==> config.mk <==
export PLATFORM = sky130hd
export DESIGN_NAME = cms_ctrl
export DESIGN_NICKNAME = d
export VERILOG_FILES = /design/src/hdl/cms_pkg.sv /design/src/hdl/cms_ctrl.sv
export SDC_FILE = /design/constraint.sdc
export NUM_CORES = 1
export LEC_CHECK = 0
export CAP_MARGIN = 20
export CELL_PAD_IN_SITES_DETAIL_PLACEMENT = 0
export CELL_PAD_IN_SITES_GLOBAL_PLACEMENT = 1
export CORE_AREA = 2 2 39 41
export DETAILED_ROUTE_END_ITERATION = 10
export DIE_AREA = 0 0 41 43
export DONT_BUFFER_PORTS = 1
export GPL_TIMING_DRIVEN = 0
export PLACE_DENSITY = 0.56
export SYNTH_ARGS = -nofsm -noshare
export SYNTH_HDL_FRONTEND = slang
export SYNTH_SLANG_ARGS = --single-unit
==> constraint.sdc <==
create_clock -name clk -period 1.5 [get_ports clk]
set_clock_uncertainty 0.1 [all_clocks]
set_input_delay 0.3 -clock clk [delete_from_list [all_inputs] [get_ports clk]]
set_output_delay 0.3 -clock clk [all_outputs]
set_load 0.05 [all_outputs]
==> src/hdl/cms_pkg.sv <==
// Package: constants and types shared by the count-min sketch query unit.
package cms_pkg;

	localparam int unsigned TableDepthDefault = 4;
	localparam int unsigned TableWidthDefault = 1024;
	localparam int unsigned MaxRows = 4;
	localparam int unsigned CfgAddrW = 5;

	// hash prime; the reduction in cms_hash relies on it being 2^32 plus a small fold
	localparam logic [63:0] LongPrime = 64'd4294967311;
	localparam logic [63:0] PrimeFold = LongPrime - 64'h1_0000_0000;

	localparam logic OP_UPDATE = 1'b0;
	localparam logic OP_ESTIMATE = 1'b1;

	// controller to datapath commands
	typedef struct packed {
		logic load;      // capture input beat
		logic hash_go;   // start hashing row
		logic mem_wr;    // write bucket
		logic cmp;       // fold read data into minimum
		logic emit;      // present result
		logic upd_inc;   // advance update count
		logic [1:0] row; // row under work
	} cms_cmd_t;

	// datapath to controller status
	typedef struct packed {
		logic hash_done;
		logic op;
		logic clr_done;
	} cms_stat_t;

endpackage

==> src/hdl/cms_ctrl.sv <==
// Controller: sequences clear sweep, per-row hashing, RAM access and result.
module cms_ctrl import cms_pkg::*; #(
	parameter int unsigned NUM_ROWS = TableDepthDefault
) (
	input  logic      clk,
	input  logic      arst_n,
	input  logic      start,
	output logic      busy,
	output logic      clr_en,
	input  cms_stat_t stat,
	output cms_cmd_t  cmd
);
	typedef enum logic [2:0] {S_CLR, S_IDLE, S_HASH, S_WAIT, S_ACC, S_CMP, S_EMIT} st_t;
	st_t st_q;
	logic [1:0] row_q;
	logic last;

	assign last = (row_q == 2'(NUM_ROWS - 1));

	// state register and row counter
	always_ff @(posedge clk or negedge arst_n) begin
		if (!arst_n) begin
			st_q <= S_CLR;
			row_q <= '0;
		end else begin
			case (st_q)
				S_CLR: if (stat.clr_done) st_q <= S_IDLE;
				S_IDLE: if (start) begin
					row_q <= '0;
					st_q <= S_HASH;
				end
				S_HASH: st_q <= S_WAIT;
				S_WAIT: if (stat.hash_done) st_q <= S_ACC;
				S_ACC: begin
					if (stat.op == OP_ESTIMATE) st_q <= S_CMP;
					else if (last) st_q <= S_IDLE;
					else begin
						row_q <= row_q + 2'd1;
						st_q <= S_HASH;
					end
				end
				S_CMP: begin
					if (last) st_q <= S_EMIT;
					else begin
						row_q <= row_q + 2'd1;
						st_q <= S_HASH;
					end
				end
				S_EMIT: st_q <= S_IDLE;
				default: st_q <= S_IDLE;
			endcase
		end
	end

	always_comb begin
		cmd = '0;
		cmd.row = row_q;
		cmd.load = (st_q == S_IDLE) && start;
		cmd.hash_go = (st_q == S_HASH);
		cmd.mem_wr = (st_q == S_ACC) && (stat.op == OP_UPDATE);
		cmd.cmp = (st_q == S_CMP);
		cmd.emit = (st_q == S_EMIT);
		cmd.upd_inc = cmd.mem_wr && last;
	end

	assign busy = (st_q != S_IDLE);
	assign clr_en = (st_q == S_CLR);
endmodule

==> flow_summary.json <==
{
  "place_area_um2": 437,
  "clkLatencyLatePin_ns": 0.23,
  "power_density_nw_per_um2": 2360,
  "critical_path_arrival_ns": 1.57,
  "cts_tree": "yes",
  "synthesis.nets": 51,
  "routed_wl_um": 1100,
  "holdCritStartpoint": "stat[2]",
  "design_area_um2": 716,
  "min_to": "st_q[2]",
  "slew_viol_final": 0,
  "grt_use_total": 0.147,
  "drv_cap": 0,
  "die_y_um": 43,
  "dp_hpwl_um": 656,
  "ios": 16,
  "crit_type": "reg -> out",
  "diodes": 0,
  "grt_pass1_vias": 415,
  "wl_per_cell_um": 13.6,
  "rsz0062_at_grt": "true",
  "hold_depth": 2,
  "path_cells": "buf_6 > nor3_4 > and2_4",
  "worstReg2RegEnd": "row_q[0]",
  "status": "finished with violations",
  "r2r_start": "row_q[0]",
  "vias": 403,
  "synth.avg_cell_area_um2": 8.36,
  "row_count": 14,
  "yosys.area.top_type": "dfrtp_1",
  "cts_buffers": 3,
  "ys_seq_area_frac": 0.340,
  "worst_slew_pin_slew_ns": 0.563,
  "final_cell_mix": "11 x buf_4, 6 x buf_6, 4 x clkbuf_4",
  "die_x_um": 41,
  "final_common_cell": "buf_4",
  "cp-start-kind": "flip-flop",
  "violations": "negative setup slack",
  "initial_utilization": 0.266,
  "worstPathRequired_ns": 1.10,
  "htreeDepth": 1,
  "cts_max_path_buffers": 2,
  "post-route-drc-count": 0,
  "final_nets": 73,
  "power_leakage_nw": 0.295,
  "fp.coreArea_um2": 1380,
  "netlist_area_um2": 368,
  "syn_to_final_growth_pct": 94.6,
  "finalWorstSetupSlack_ns": -0.471,
  "grt_max_degree": 11,
  "final-setup-viol-count": 10,
  "worst_setup_path_end_kind": "primary output",
  "cp_slowest_stage_delay_ns": 0.48,
  "worst_hold_slack_ns": 0.139,
  "gp_congestion": 0.628,
  "min_path_type": "in -> reg",
  "slowest_stage": "nor3_4",
  "cts_root_buffer": "clkbuf_4",
  "antenna_found_initial": 0,
  "synth.top_cell.area_share": 0.340,
  "synthDistinctLibCells": 24,
  "fin_crit_ns": 1.97,
  "reg2reg_depth": 5,
  "drive_gt1_frac": 0.662,
  "first_iter_violations": 1,
  "yosysWarnings": 0,
  "ant_nets": 0,
  "cts_num_sinks": 5,
  "crit_fanout": 3,
  "via_per_inst": 4.98,
  "ys_seq_elements": 5,
  "dieArea_um2": 1760,
  "synth_area_leaders": "dfrtp_1 34%, mux2i_1 8.2%, nor2b_1 5.1%",
  "period_share": 1.31,
  "port_buffers": 0,
  "power_mw": 1.69,
  "slew_headroom": 0.624,
  "path_clk_slew_ns": 0.04,
  "grt_pass1_wl_um": 1770,
  "overflow": 0,
  "first_pass_iters": 2,
  "hold_violations": 0,
  "regToRegSetupSlack_ns": -0.23,
  "post-route-util": 0.517,
  "peakVddDrop_mv": 0.786,
  "netlist_instances": 44,
  "maxClockFrequency_mhz": 507
}
[worst max path at each step]
stage | from | endpoint | slack (ns) | depth (start not counted)
after global routing | st_q[0] | cmd[2] | -0.52 | 3
after CTS | st_q[0] | cmd[2] | -0.51 | 3
final | st_q[0] | cmd[2] | -0.47 | 3
after global placement | st_q[0] | cmd[2] | -0.31 | 3
after floorplan | st_q[0] | cmd[2] | -0.27 | 3
after detailed placement | st_q[1] | cmd[6] | -0.31 | 2
[kinds of logic (layout without fill, tap and decap cells)]
logic type | Yosys count | in the layout | share of synthesized area
compound gates | 9 | 9 | 0.143
fa+ha+maj | 1 | 1 | 0.0340
buf+inv | 6 | 27 | 0.0680
flops | 5 | 5 | 0.340
mux | 4 | 4 | 0.112
simple gates | 19 | 19 | 0.303
[critical path, delay by kind of cell (launching register included)]
kind                   cells  cell delay [ns]
AND/OR/NAND/NOR            2             0.82
flip-flops                 1             0.38
buffers and inverters      1             0.13
[where the power goes]
group | leakage, nW | total, mW | internal (mW) | switching (mW)
Combinational | 0.220 | 1.27 | 0.580 | 0.690
Clock | 0.0150 | 0.150 | 0.100 | 0.0497
Sequential | 0.0598 | 0.265 | 0.186 | 0.0792
Total | 0.295 | 1.69 | 0.867 | 0.819
[flip-flops by register name, summed over array words and instances (netlist names)]
signal and count:
row_q 2, st_q 3
[through the flow]
step | std cells | setup TNS [ns] | setup slack [ns]
floorplan | 44 | -0.789 | -0.269
global placement | 60 | -1.35 | -0.305
detailed placement | 60 | -1.46 | -0.314
CTS | 77 | -2.54 | -0.506
global route | 81 | -2.84 | -0.525
finish | 81 | -2.29 | -0.471
[final cells by class]
cell class / count / area [µm²]
fillers: 119 / 668
multi-input cells: 33 / 342
repair buffers: 17 / 149
flip-flops and latches: 5 / 129
plain buffers: 3 / 33.8
clock buffers: 4 / 26.3
well taps: 16 / 20.0
inverters: 3 / 16.3
[cells in the mapped netlist, drive strengths merged]
| library cell | n |
|---|---|
| inv | 3 |
| nor2b | 3 |
| ha | 1 |
| and3 | 2 |
| nor3 | 2 |
| nor4 | 1 |
| nand2b | 1 |
| o22ai | 1 |
| mux2i | 3 |
| nand2 | 3 |
| mux2 | 1 |
| and2 | 1 |
| nor3b | 2 |
| clkbuf | 1 |
| o21ai | 4 |
| nor2 | 3 |
| buf | 2 |
| a21oi | 3 |
| nand4b | 1 |
| dfrtp | 5 |
| a22oi | 1 |
[what timing repair did]
| action | 4_1_cts | 5_1_grt |
|---|---|---|
| buffers inserted | 12 | 5 |
| gates resized for setup | 27 | 6 |
| pin swaps | 10 | 8 |
| endpoints found under the hold margin | 5 | 0 |
| hold buffers | 1 | 0 |
| setup endpoints to repair | 11 | 11 |
[layer usage]
metal / global-route usage / wire, µm
met1: 0.184 / 394
met2: 0.244 / 640
met3: 0.0314 / 67
met4: 0.0400 / 0
met5: 0 / 0
No activity file was read; power rests on OpenSTA's default activity.
